[config.mk]
export PLATFORM = sky130hd
export DESIGN_NAME = boiler_staged_heat_safety
export DESIGN_NICKNAME = d
export VERILOG_FILES = /design/src/hdl/bshs_pkg.sv /design/src/hdl/bshs_safety.sv /design/src/hdl/bshs_heat.sv /design/src/hdl/boiler_staged_heat_safety.sv
export SDC_FILE = /design/constraint.sdc
export NUM_CORES = 1
export LEC_CHECK = 0
export BUFFER_PORTS_ARGS = -buffer_cell sky130_fd_sc_hd__buf_4
export CORE_ASPECT_RATIO = 0.8
export CORE_UTILIZATION = 55
export DETAILED_ROUTE_END_ITERATION = 8
export PLACE_DENSITY = 0.77
export REMOVE_ABC_BUFFERS = 1
export SLEW_MARGIN = 20
export SYNTH_ARGS = -nofsm -noshare
export SYNTH_HDL_FRONTEND = slang
export SYNTH_SLANG_ARGS = --single-unit
[constraint.sdc]
create_clock -name clk -period 5.7 [get_ports clk]
set_input_delay 1.425 -clock clk [delete_from_list [all_inputs] [get_ports clk]]
set_output_delay 1.425 -clock clk [all_outputs]
set_load 0.02 [all_outputs]
[src/hdl/bshs_pkg.sv]
// Shared types, constants and helper functions for the staged boiler heat supervisor.
// No dependencies; every other file takes from this package by scoped names.
`default_nettype none

package bshs_pkg;

    localparam logic [7:0] TEMP_OVER_LO = 8'd86;
    localparam logic [7:0] TEMP_HI      = 8'd100;
    localparam logic [7:0] TEMP_LO      = 8'd4;
    localparam logic [7:0] TEMP_HOT     = 8'd40;
    localparam logic [4:0] SET_OFF      = 5'd7;
    localparam logic [1:0] COUNT_TRIP   = 2'd2;
    localparam logic [1:0] COUNT_MAX    = 2'd3;
    localparam logic [2:0] STAGE_MAX    = 3'd4;
    localparam logic [2:0] SET_STEP     = 3'd5;

    localparam logic [4:0] SETPOINT_RST = 5'd13;
    localparam logic [2:0] MAX_POWER_RST = 3'd4;

    localparam logic CFG_SETPOINT  = 1'b0;
    localparam logic CFG_MAX_POWER = 1'b1;

    typedef enum logic [1:0] {
        FAULT_NONE   = 2'd0,
        FAULT_OVER   = 2'd1,
        FAULT_LOW    = 2'd2,
        FAULT_SENSOR = 2'd3
    } fault_t;

    typedef struct packed {
        logic [7:0] temp_out;
        logic [7:0] temp_in;
        logic       level_low;
        logic       heating_on;
        logic       clear_counts;
        logic       clear_fault;
    } item_t;

    typedef struct packed {
        logic [1:0] over_out;
        logic [1:0] over_in;
        logic [1:0] err_out;
        logic [1:0] err_in;
    } counts_t;

    typedef struct packed {
        counts_t counts;
        fault_t  fault;
        logic    trip;
        logic    pump_hot;
    } safety_t;

    function automatic logic [1:0] sat_inc(input logic [1:0] c);
        return (c == COUNT_MAX) ? COUNT_MAX : c + 2'd1;
    endfunction

    function automatic logic [3:0] stage_mask(input logic [2:0] stage);
        logic [3:0] m;
        case (stage)
            3'd1:    m = 4'b0001;
            3'd2:    m = 4'b0110;
            3'd3:    m = 4'b1110;
            3'd4:    m = 4'b1111;
            default: m = 4'b0000;
        endcase
        return m;
    endfunction

endpackage

`default_nettype wire

[src/hdl/bshs_safety.sv]
// Safety checks: fault counters, latched fault code and shutdown request for one word.
// Depends on bshs_pkg.
`default_nettype none

module bshs_safety (
    input  var bshs_pkg::item_t   item,
    input  var bshs_pkg::counts_t counts,
    input  var bshs_pkg::fault_t  fault,
    output var bshs_pkg::safety_t result
);

    bshs_pkg::counts_t base;
    bshs_pkg::counts_t next;
    bshs_pkg::fault_t  fault_next;
    logic              over_hit_out;
    logic              over_hit_in;
    logic              err_hit_out;
    logic              err_hit_in;
    logic              over_trip;
    logic              err_trip;

    always_comb
    begin
        base = item.clear_counts ? '0 : counts;

        over_hit_out = item.temp_out inside {[bshs_pkg::TEMP_OVER_LO + 8'd1 : bshs_pkg::TEMP_HI]};
        over_hit_in  = item.temp_in inside {[bshs_pkg::TEMP_OVER_LO + 8'd1 : bshs_pkg::TEMP_HI]};
        err_hit_out  = !(item.temp_out inside {[bshs_pkg::TEMP_LO : bshs_pkg::TEMP_HI]});
        err_hit_in   = !(item.temp_in inside {[bshs_pkg::TEMP_LO : bshs_pkg::TEMP_HI]});

        next.over_out = over_hit_out ? bshs_pkg::sat_inc(base.over_out) : base.over_out;
        next.over_in  = over_hit_in ? bshs_pkg::sat_inc(base.over_in) : base.over_in;
        next.err_out  = err_hit_out ? bshs_pkg::sat_inc(base.err_out) : base.err_out;
        next.err_in   = err_hit_in ? bshs_pkg::sat_inc(base.err_in) : base.err_in;

        over_trip = (next.over_out > bshs_pkg::COUNT_TRIP) || (next.over_in > bshs_pkg::COUNT_TRIP);
        err_trip  = (next.err_out > bshs_pkg::COUNT_TRIP) || (next.err_in > bshs_pkg::COUNT_TRIP);

        fault_next = item.clear_fault ? bshs_pkg::FAULT_NONE : fault;
        if (over_trip)
        begin
            fault_next = bshs_pkg::FAULT_OVER;
        end
        if (item.level_low)
        begin
            fault_next = bshs_pkg::FAULT_LOW;
        end
        if (err_trip)
        begin
            fault_next = bshs_pkg::FAULT_SENSOR;
        end

        result.counts   = next;
        result.fault    = fault_next;
        result.trip     = over_trip || item.level_low || err_trip;
        result.pump_hot = (item.temp_out >= bshs_pkg::TEMP_HOT)
                       || (item.temp_in >= bshs_pkg::TEMP_HOT);
    end

endmodule

`default_nettype wire

[src/hdl/bshs_heat.sv]
// Heating stage selection from the setpoint, the average water temperature and the power cap.
// Depends on bshs_pkg.
`default_nettype none

module bshs_heat (
    input  var logic [7:0] temp_out,
    input  var logic [7:0] temp_in,
    input  var logic [4:0] setpoint_code,
    input  var logic [2:0] max_power,
    output var logic [2:0] stage
);

    logic [8:0] sum;
    logic [7:0] avg;
    logic [7:0] target;
    logic [7:0] diff;
    logic [2:0] st;
    logic [2:0] cap;

    always_comb
    begin
        sum    = {1'b0, temp_out} + {1'b0, temp_in};
        avg    = sum[8:1];
        target = 8'({3'b000, setpoint_code} * {5'b00000, bshs_pkg::SET_STEP});
        diff   = target - avg;
        st     = (diff > {5'b00000, bshs_pkg::STAGE_MAX}) ? bshs_pkg::STAGE_MAX : diff[2:0];
        cap    = (max_power > bshs_pkg::STAGE_MAX) ? bshs_pkg::STAGE_MAX : max_power;
        if ((setpoint_code == bshs_pkg::SET_OFF) || (avg >= target))
        begin
            stage = 3'd0;
        end
        else
        begin
            stage = (st > cap) ? cap : st;
        end
    end

endmodule

`default_nettype wire

[src/hdl/boiler_staged_heat_safety.sv]
// Top level of the staged boiler heat supervisor: input register, state and result register.
// Depends on bshs_pkg, bshs_safety and bshs_heat.
//
//   Channel   Signals                                          Direction
//   input     in_valid, in_ready, temp_out .. clear_fault      in
//   result    out_valid, out_ready, heater_mask .. fault_code  out
//   config    cfg_we, cfg_index, cfg_data                      in
//
// A word is registered on acceptance and its result is registered when it advances; one
// word can be accepted every cycle unless the result stalls. The supervisor state is
// updated in the same cycle the result register loads. A stalled result holds the input
// register; in_ready drops only when both registers are full. Reset clears supervisor state.
`default_nettype none

module boiler_staged_heat_safety (
    input  var logic       clk,
    input  var logic       rst_n,
    input  var logic       in_valid,
    output var logic       in_ready,
    input  var logic [7:0] temp_out,
    input  var logic [7:0] temp_in,
    input  var logic       level_low,
    input  var logic       heating_on,
    input  var logic       clear_counts,
    input  var logic       clear_fault,
    output var logic       out_valid,
    input  var logic       out_ready,
    output var logic [3:0] heater_mask,
    output var logic [2:0] power_level,
    output var logic       pump_on,
    output var logic [1:0] fault_code,
    input  var logic       cfg_we,
    input  var logic       cfg_index,
    input  var logic [4:0] cfg_data
);

    logic              in_valid_reg;
    bshs_pkg::item_t   item_reg;
    logic              out_valid_reg;
    logic [3:0]        mask_reg;
    logic [4:0]        setpoint_reg;
    logic [2:0]        max_power_reg;
    bshs_pkg::counts_t counts_reg;
    bshs_pkg::fault_t  fault_reg;
    logic [2:0]        stage_reg;
    logic              pump_reg;

    logic              advance;
    bshs_pkg::item_t   item_next;
    bshs_pkg::safety_t safety;
    logic [2:0]        heat_stage;
    logic [2:0]        stage_next;
    logic              pump_next;

    assign advance  = in_valid_reg && (!out_valid_reg || out_ready);
    assign in_ready = !in_valid_reg || advance;

    assign item_next.temp_out     = temp_out;
    assign item_next.temp_in      = temp_in;
    assign item_next.level_low    = level_low;
    assign item_next.heating_on   = heating_on;
    assign item_next.clear_counts = clear_counts;
    assign item_next.clear_fault  = clear_fault;

    bshs_safety u_safety (
        .item   (item_reg),
        .counts (counts_reg),
        .fault  (fault_reg),
        .result (safety)
    );

    bshs_heat u_heat (
        .temp_out      (item_reg.temp_out),
        .temp_in       (item_reg.temp_in),
        .setpoint_code (setpoint_reg),
        .max_power     (max_power_reg),
        .stage         (heat_stage)
    );

    always_comb
    begin
        stage_next = stage_reg;
        pump_next  = pump_reg;
        if ((safety.fault == bshs_pkg::FAULT_NONE) && item_reg.heating_on)
        begin
            stage_next = heat_stage;
            pump_next  = 1'b1;
        end
        else if ((safety.fault == bshs_pkg::FAULT_NONE) || safety.trip)
        begin
            stage_next = 3'd0;
            pump_next  = safety.pump_hot;
        end
    end

    always_ff @(posedge clk or negedge rst_n)
    begin
        if (!rst_n)
        begin
            in_valid_reg  <= 1'b0;
            out_valid_reg <= 1'b0;
            setpoint_reg  <= bshs_pkg::SETPOINT_RST;
            max_power_reg <= bshs_pkg::MAX_POWER_RST;
            counts_reg    <= '0;
            fault_reg     <= bshs_pkg::FAULT_NONE;
            stage_reg     <= 3'd0;
            pump_reg      <= 1'b0;
        end
        else
        begin
            if (in_ready)
            begin
                in_valid_reg <= in_valid;
            end
            if (advance)
            begin
                out_valid_reg <= 1'b1;
                counts_reg    <= safety.counts;
                fault_reg     <= safety.fault;
                stage_reg     <= stage_next;
                pump_reg      <= pump_next;
            end
            else if (out_ready)
            begin
                out_valid_reg <= 1'b0;
            end
            if (cfg_we)
            begin
                case (cfg_index)
                    bshs_pkg::CFG_SETPOINT:  setpoint_reg  <= cfg_data;
                    bshs_pkg::CFG_MAX_POWER: max_power_reg <= cfg_data[2:0];
                    default:                 setpoint_reg  <= setpoint_reg;
                endcase
            end
        end
    end

    always_ff @(posedge clk)
    begin
        if (in_ready && in_valid)
        begin
            item_reg <= item_next;
        end
        if (advance)
        begin
            mask_reg <= bshs_pkg::stage_mask(stage_next);
        end
    end

    assign out_valid   = out_valid_reg;
    assign heater_mask = mask_reg;
    assign power_level = stage_reg;
    assign pump_on     = pump_reg;
    assign fault_code  = fault_reg;

endmodule

`default_nettype wire
Yosys cells after proc, flatten, opt, wreduce, memory -nomap -nowiden
Cells that the tools add are included.

word-level totals
  flip-flop bits (word level) = 48
  bits of input ports = 31
  output and inout port bits = 12
  memory bits (read-only) = 0
  bits in writable memories = 0
  bits in latches = 0
  memories = 0
  word-level logic and storage cells = 99

cells by class
  shift operators = 0
  $lt $le $gt $ge = 16
  reductions and logical operators = 24
  div/mod/pow operators = 0
  $add $sub $neg = 6
  multipliers = 1
  mux-type cells = 24
  equality and inequality tests = 9
  bitwise gates (word level) = 1

operators by type and width
  cell                                                            count
  2-to-1 mux 2 bit                                                12
  2-to-1 mux 3 bit                                                6
  >= comparator 8 x 3 -> 1 bit (second input constant)            2
  >= comparator 8 x 6 -> 1 bit (second input constant)            2
  >= comparator 8 x 7 -> 1 bit (second input constant)            2
  <= comparator 8 x 7 -> 1 bit (second input constant)            2
  one-hot mux 4 bit (4 select lines)                              1
  adder 8 x 8 -> 9 bit                                            1
  logical OR 1 bit                                                9
  adder 2 x 1 -> 2 bit (second input constant)                    4
  == test 2 bit (second input constant)                           4
  >= comparator 8 bit                                             1
  greater-than comparator 2 bit (second input constant)           4
  greater-than comparator 8 x 3 -> 1 bit (second input constant)  1
  multiplier 5 x 3 -> 8 bit (second input constant)               1
  2-to-1 mux 8 bit                                                1
  subtractor 8 bit                                                1
  logical AND 1 bit                                               7
  == test 3 x 2 -> 1 bit (second input constant)                  2
  AND reduction 2 bit                                             3
  == test 5 x 3 -> 1 bit (second input constant)                  1
  2-to-1 mux 1 bit                                                4
  nonzero test 2 bit                                              2
  == test 3 x 1 -> 1 bit (second input constant)                  1
  other kinds (6)                                                 7

Logic depth before layout (Yosys ltp)
  word-level depth = 15
  gate-level depth with buffers = 25
  gate-level depth less buffers = 25

Hierarchy
From an unflattened synthesis, not the netlist that was laid out.

unflattened totals
  cells, all modules = 338
  area total of the unflattened synthesis = 3270.6 µm²

by module, submodules not included
  module                     area each (µm²)  times used  seq. area each (µm²)  cells each
  boiler_staged_heat_safety  1749.2           1           1296.2                119
  bshs_heat                  1124.8           1           0.0                   152
  bshs_safety                396.6            1           0.0                   67

Least setup slack after synthesis
OpenSTA, ideal clock, no wires.

  path type = reg-to-reg
  from = register item_reg[5] (netlist bit)
  to = register mask_reg[3], in the netlist heater_mask[3], data pin
  clock period less this slack = 5.014 ns
  arrival = 4.883 ns
  stages on the path, launching flop included = 24
  required time = 5.569 ns
  library setup time = 0.131 ns
  path slack = 0.686 ns
  buffers on the path = 1
  cells stage by stage = edfxtp_1 ha_1 a31o_2 a21oi_1 o21ai_0 and2_1 or3_1 nand2_1 ha_1 clkbuf_1 a21o_1 a22o_1 a211oi_1 o211ai_2 and3_1 ha_1 nor2b_1 o21a_1 o21ai_0 nor2_1 a31o_2 a2bb2oi_2 nor4b_2 a31o_1

between the ends
  cells in the longest elaborated chain, start to end = 14
  elaborated cells on any way between the ends = 35
  classes of those cells = add/sub (2); order compare (8); eq/ne (4); mux (11); reduce/logical (10)

RTL lines
  element                                                        RTL line                          source
  from (decl)                                                    boiler_staged_heat_safety.sv:38   bshs_pkg::item_t item_reg;
  from (signal assigned)                                         boiler_staged_heat_safety.sv:142  item_reg <= item_next;
  branches (longest 11 deep; another with adder 8 x 8 -> 9 bit)  -
  2-to-1 mux 3 bit (*)                                           boiler_staged_heat_safety.sv:84   if ((safety.fault == bshs_pkg::FAULT_NONE) && item_reg.heating_on)
  == test 3 bit, or another cell as far along                    bshs_pkg.sv:59                    case (stage)
  one-hot mux 4 bit (4 select lines) (*)                         bshs_pkg.sv:59
  to (signal assigned)                                           boiler_staged_heat_safety.sv:146  mask_reg <= bshs_pkg::stage_mask(stage_next);
  to (decl)                                                      boiler_staged_heat_safety.sv:40   logic [3:0] mask_reg;

Every way passes the cells marked *.
A chain may end at the register's enable or synchronous reset.

Final worst setup path
Ends and elaborated chain as after synthesis.

==> summary.md <==
| Metric | Value |
|---|---|
| Status | finished, final reports clean |
| Most frequent cell after synthesis | a21oi_1 |
| Synth warn | 0 |
| Num ports | between 40 and 50 |
| Latest clock arrival within the worst-skew pair | 0.30 ns |
| Antenna-violating nets left | 0 |
| Crit path time final | approximately 5.3 ns |
| Post-synth top area cell | edfxtp_1 |
| Final core occ | 0.682 |
| Crit path max fanout | 8 |
| Critical-path top delay cell | edfxtp_1 |
| Vias per cell | approximately 5.8 |
| Final Instance Count excl. Fillers | slightly above 400 |
| Total GRT Usage | 0.225 |
| CTS buffer count | 5 |
| Peak supply drop | roughly 0.18 mV |
| Asr flop ratio synth | 0.511 |
| Endpoints failing setup | 0 |
| Mapped Avg Cell Area | around 10 µm² |
| Measured slew at the worst slew-check pin | approximately 0.89 ns |
| HPWL Detailed | approximately 5000 µm |
| Longest Clk Path Bufs | 2 |
| Req. time, crit path | a little under 6 ns |
| Clock net sink count | 47 |
| Initial antenna violation count | 0 |
| Layout Nets | 398 |
| CP startpoint kind | flip-flop |
| Grt peak-use layer | met2 |
| Routed len/inst | ~15 µm |
| Fillers | around 400 |
| Count of state elements after synthesis | 47 |
| Setup bufs post-CTS | 0 |
| Remaining Overflow, GRT | 0 |
| Critical Path End | heater_mask[3] |
| First-pass GRT wire length | about 10000 µm |
| Area share of the largest cell type after synthesis | 0.224 |
| Seq/Total Area, Yosys | 0.421 |
| 1st-pass router iterations | 4 |
| Core Footprint | 5210 µm² |
| CP arrival | 5.44 ns |
| Hold crit path type | flip-flop to flip-flop |
| Post-CTS Resized | 0 |
| Critical path class | flip-flop to flip-flop |
| Final wirelength | between 6000 and 7000 µm |
| Vias in the first global route | between 2,000 and 2,500 |
| # DRC | 0 |
| Critical path's largest stage delay | roughly 0.45 ns |
| Top_reg_cell synth | edfxtp_1 |
| CP Capture Type | flip-flop |
| Cell Chain, Critical Path | ha_1, a31o_2, a21oi_1, o21ai_0, and2_1, or3_1, nand2_1, ha_1, a21o_1, a22o_1, a211oi_1, o211ai_2, and3_1, ha_1, nor2b_1, o21a_1, o21ai_1, nor2_1, a31o_2, a2bb2oi_2, nor4b_2, a31o_1 |
| Clock slew at reported path FFs | approximately 0.08 ns |
| Netlist cell types | 66 |
| R2r setup slk | 0.43 ns |
| Layout cells sized above 1 | 0.224 |
| Gpl congestion | approximately 1 |
| CP most frequent cell | ha_1 |
| Via count | 2,421 |
| H-tree levels | 2 |
| CP startpoint | item_reg[5] |
| PortBufs | 42 |
| Total leakage power | approximately 0.0015 µW |
| CTS tree | yes |
| Crit share post-route | 0.924 |
| Largest register FFs | 20 |
| Max Clock Skew | 0.00816 ns |
| Post-route cell area | roughly 3600 µm² |
| RR Startpoint | item_reg[5] |
| Final hold violation count | 0 |
| Met2 Use GR | 0.413 |
| Syn-to-layout area delta | 15.3% |
| Place WS | 0.367 ns |
| Slew Limit Fails | 0 |
| Max Clk Rate | about 190 MHz |
| Ranking of synthesized cells by area | edfxtp_1, dfrtp_1, ha_1 |
| Cts hold-fix bufs | 0 |
| Power per cell area | 321 nW/µm² |
| Post-Syn Area | slightly above 3000 µm² |
| Clock root cell | clkbuf_8 |
| Commonest cells in the netlist | a21oi_1, ha_1, edfxtp_1, dfrtp_1, nand2_1 |
| Initial Util | 0.591 |
| Die Y | between 60 and 70 µm |
| Max_cap viols | 0 |
| Relative slew slack | 0.409 |
| Worst setup margin | 0.434 ns |
| Largest net degree at the start of global routing | 25 |
| Reg2Reg Depth | 22 |
| Post-place instance area | 3460 µm² |
| Met3 Use GR | 0.0440 |
| RSZ-0062 raised after global routing | false |
| Cells after synthesis | 297 |
| Post-synth EDFFs | 23 |
| Row cnt | 23 |
| Number of antenna diodes | 0 |
| Met1 Use GR | 0.279 |
| DIE WIDTH | 85.7 µm |
| 1st-iter DRT viols | between 200 and 250 |
| Full die area | ~5900 µm² |
| Worst r2r dst | heater_mask[3] |
| Placed cells | slightly above 400 |
| Setup_tns | 0 ns |
## per-layer routing
layer	part of all wire	up-vias
li1	-	1209
met2	0.48	75
met1	0.46	1127
met4	0.0095	0
met5	0	-
met3	0.054	10
## worst max-delay path, delay by kind of cell, from the launching register on
family	cells	cell delay, ns
simple gates	7	1.34
fa+ha+maj	3	0.90
flops	1	0.45
compound gates	12	2.46
## cell usage in the layout, fill, tap and decap left out, drive strengths merged, types with 6 or more instances in the layout
master,netlist,routed
nor2,15,15
nand2b,9,9
inv,18,18
a21oi,26,26
dfrtp,20,20
edfxtp,23,23
clkbuf,5,6
buf,1,42
mux2,7,7
nor2b,10,10
ha,24,24
a21o,8,8
nand3,7,7
nand2,19,19
o21ai,17,17
## metrics by stage
stage                     hold slack, ns  power, µW
after floorplan                    0.457        810
after global placement             0.464        924
after detailed placement           0.480        936
after CTS                          0.496       1140
after global routing               0.521       1220
final                              0.489       1140
## cells by family (layout without fill, tap and decap cells)
group | after synthesis | count (layout) | synth area share
adders and majority gates | 27 | 27 | 0.117
xor gates and xnor gates | 7 | 7 | 0.0199
DFF | 47 | 47 | 0.421
AOI/OAI and AO/OA | 93 | 93 | 0.212
muxes | 7 | 7 | 0.0256
buffers and inverters | 25 | 68 | 0.0317
and+or+nand+nor | 91 | 91 | 0.173
## power breakdown
part | switching (µW) | internal, µW | leakage (µW) | total [µW]
logic | 274 | 228 | 0.000973 | 503
clock network | 107 | 95.3 | 0.0000470 | 203
registers | 37.2 | 399 | 0.000507 | 436
## area by class of cell
class                   instances  area (µm²)  share of cell area
clock inverters                 1        5.00             0.00141
flip-flops and latches         47        1300               0.365
clock buffers                   6        82.6              0.0233
repair buffers                 42         315              0.0888
well taps                      75        93.8              0.0264
inverters                      19        71.3              0.0201
multi-input cells             225        1690               0.475
## worst min-delay path by stage
stage,slack [ns],cells past startpoint,from,end
after floorplan,0.46,1,in_valid_reg,out_valid
after global placement,0.46,1,in_valid_reg,out_valid
final,0.49,1,in_valid_reg,out_valid
after CTS,0.50,1,in_valid_reg,out_valid
after detailed placement,0.48,1,in_valid_reg,out_valid
after global routing,0.52,1,in_valid_reg,out_valid
Power figures use the tool's default switching activity.
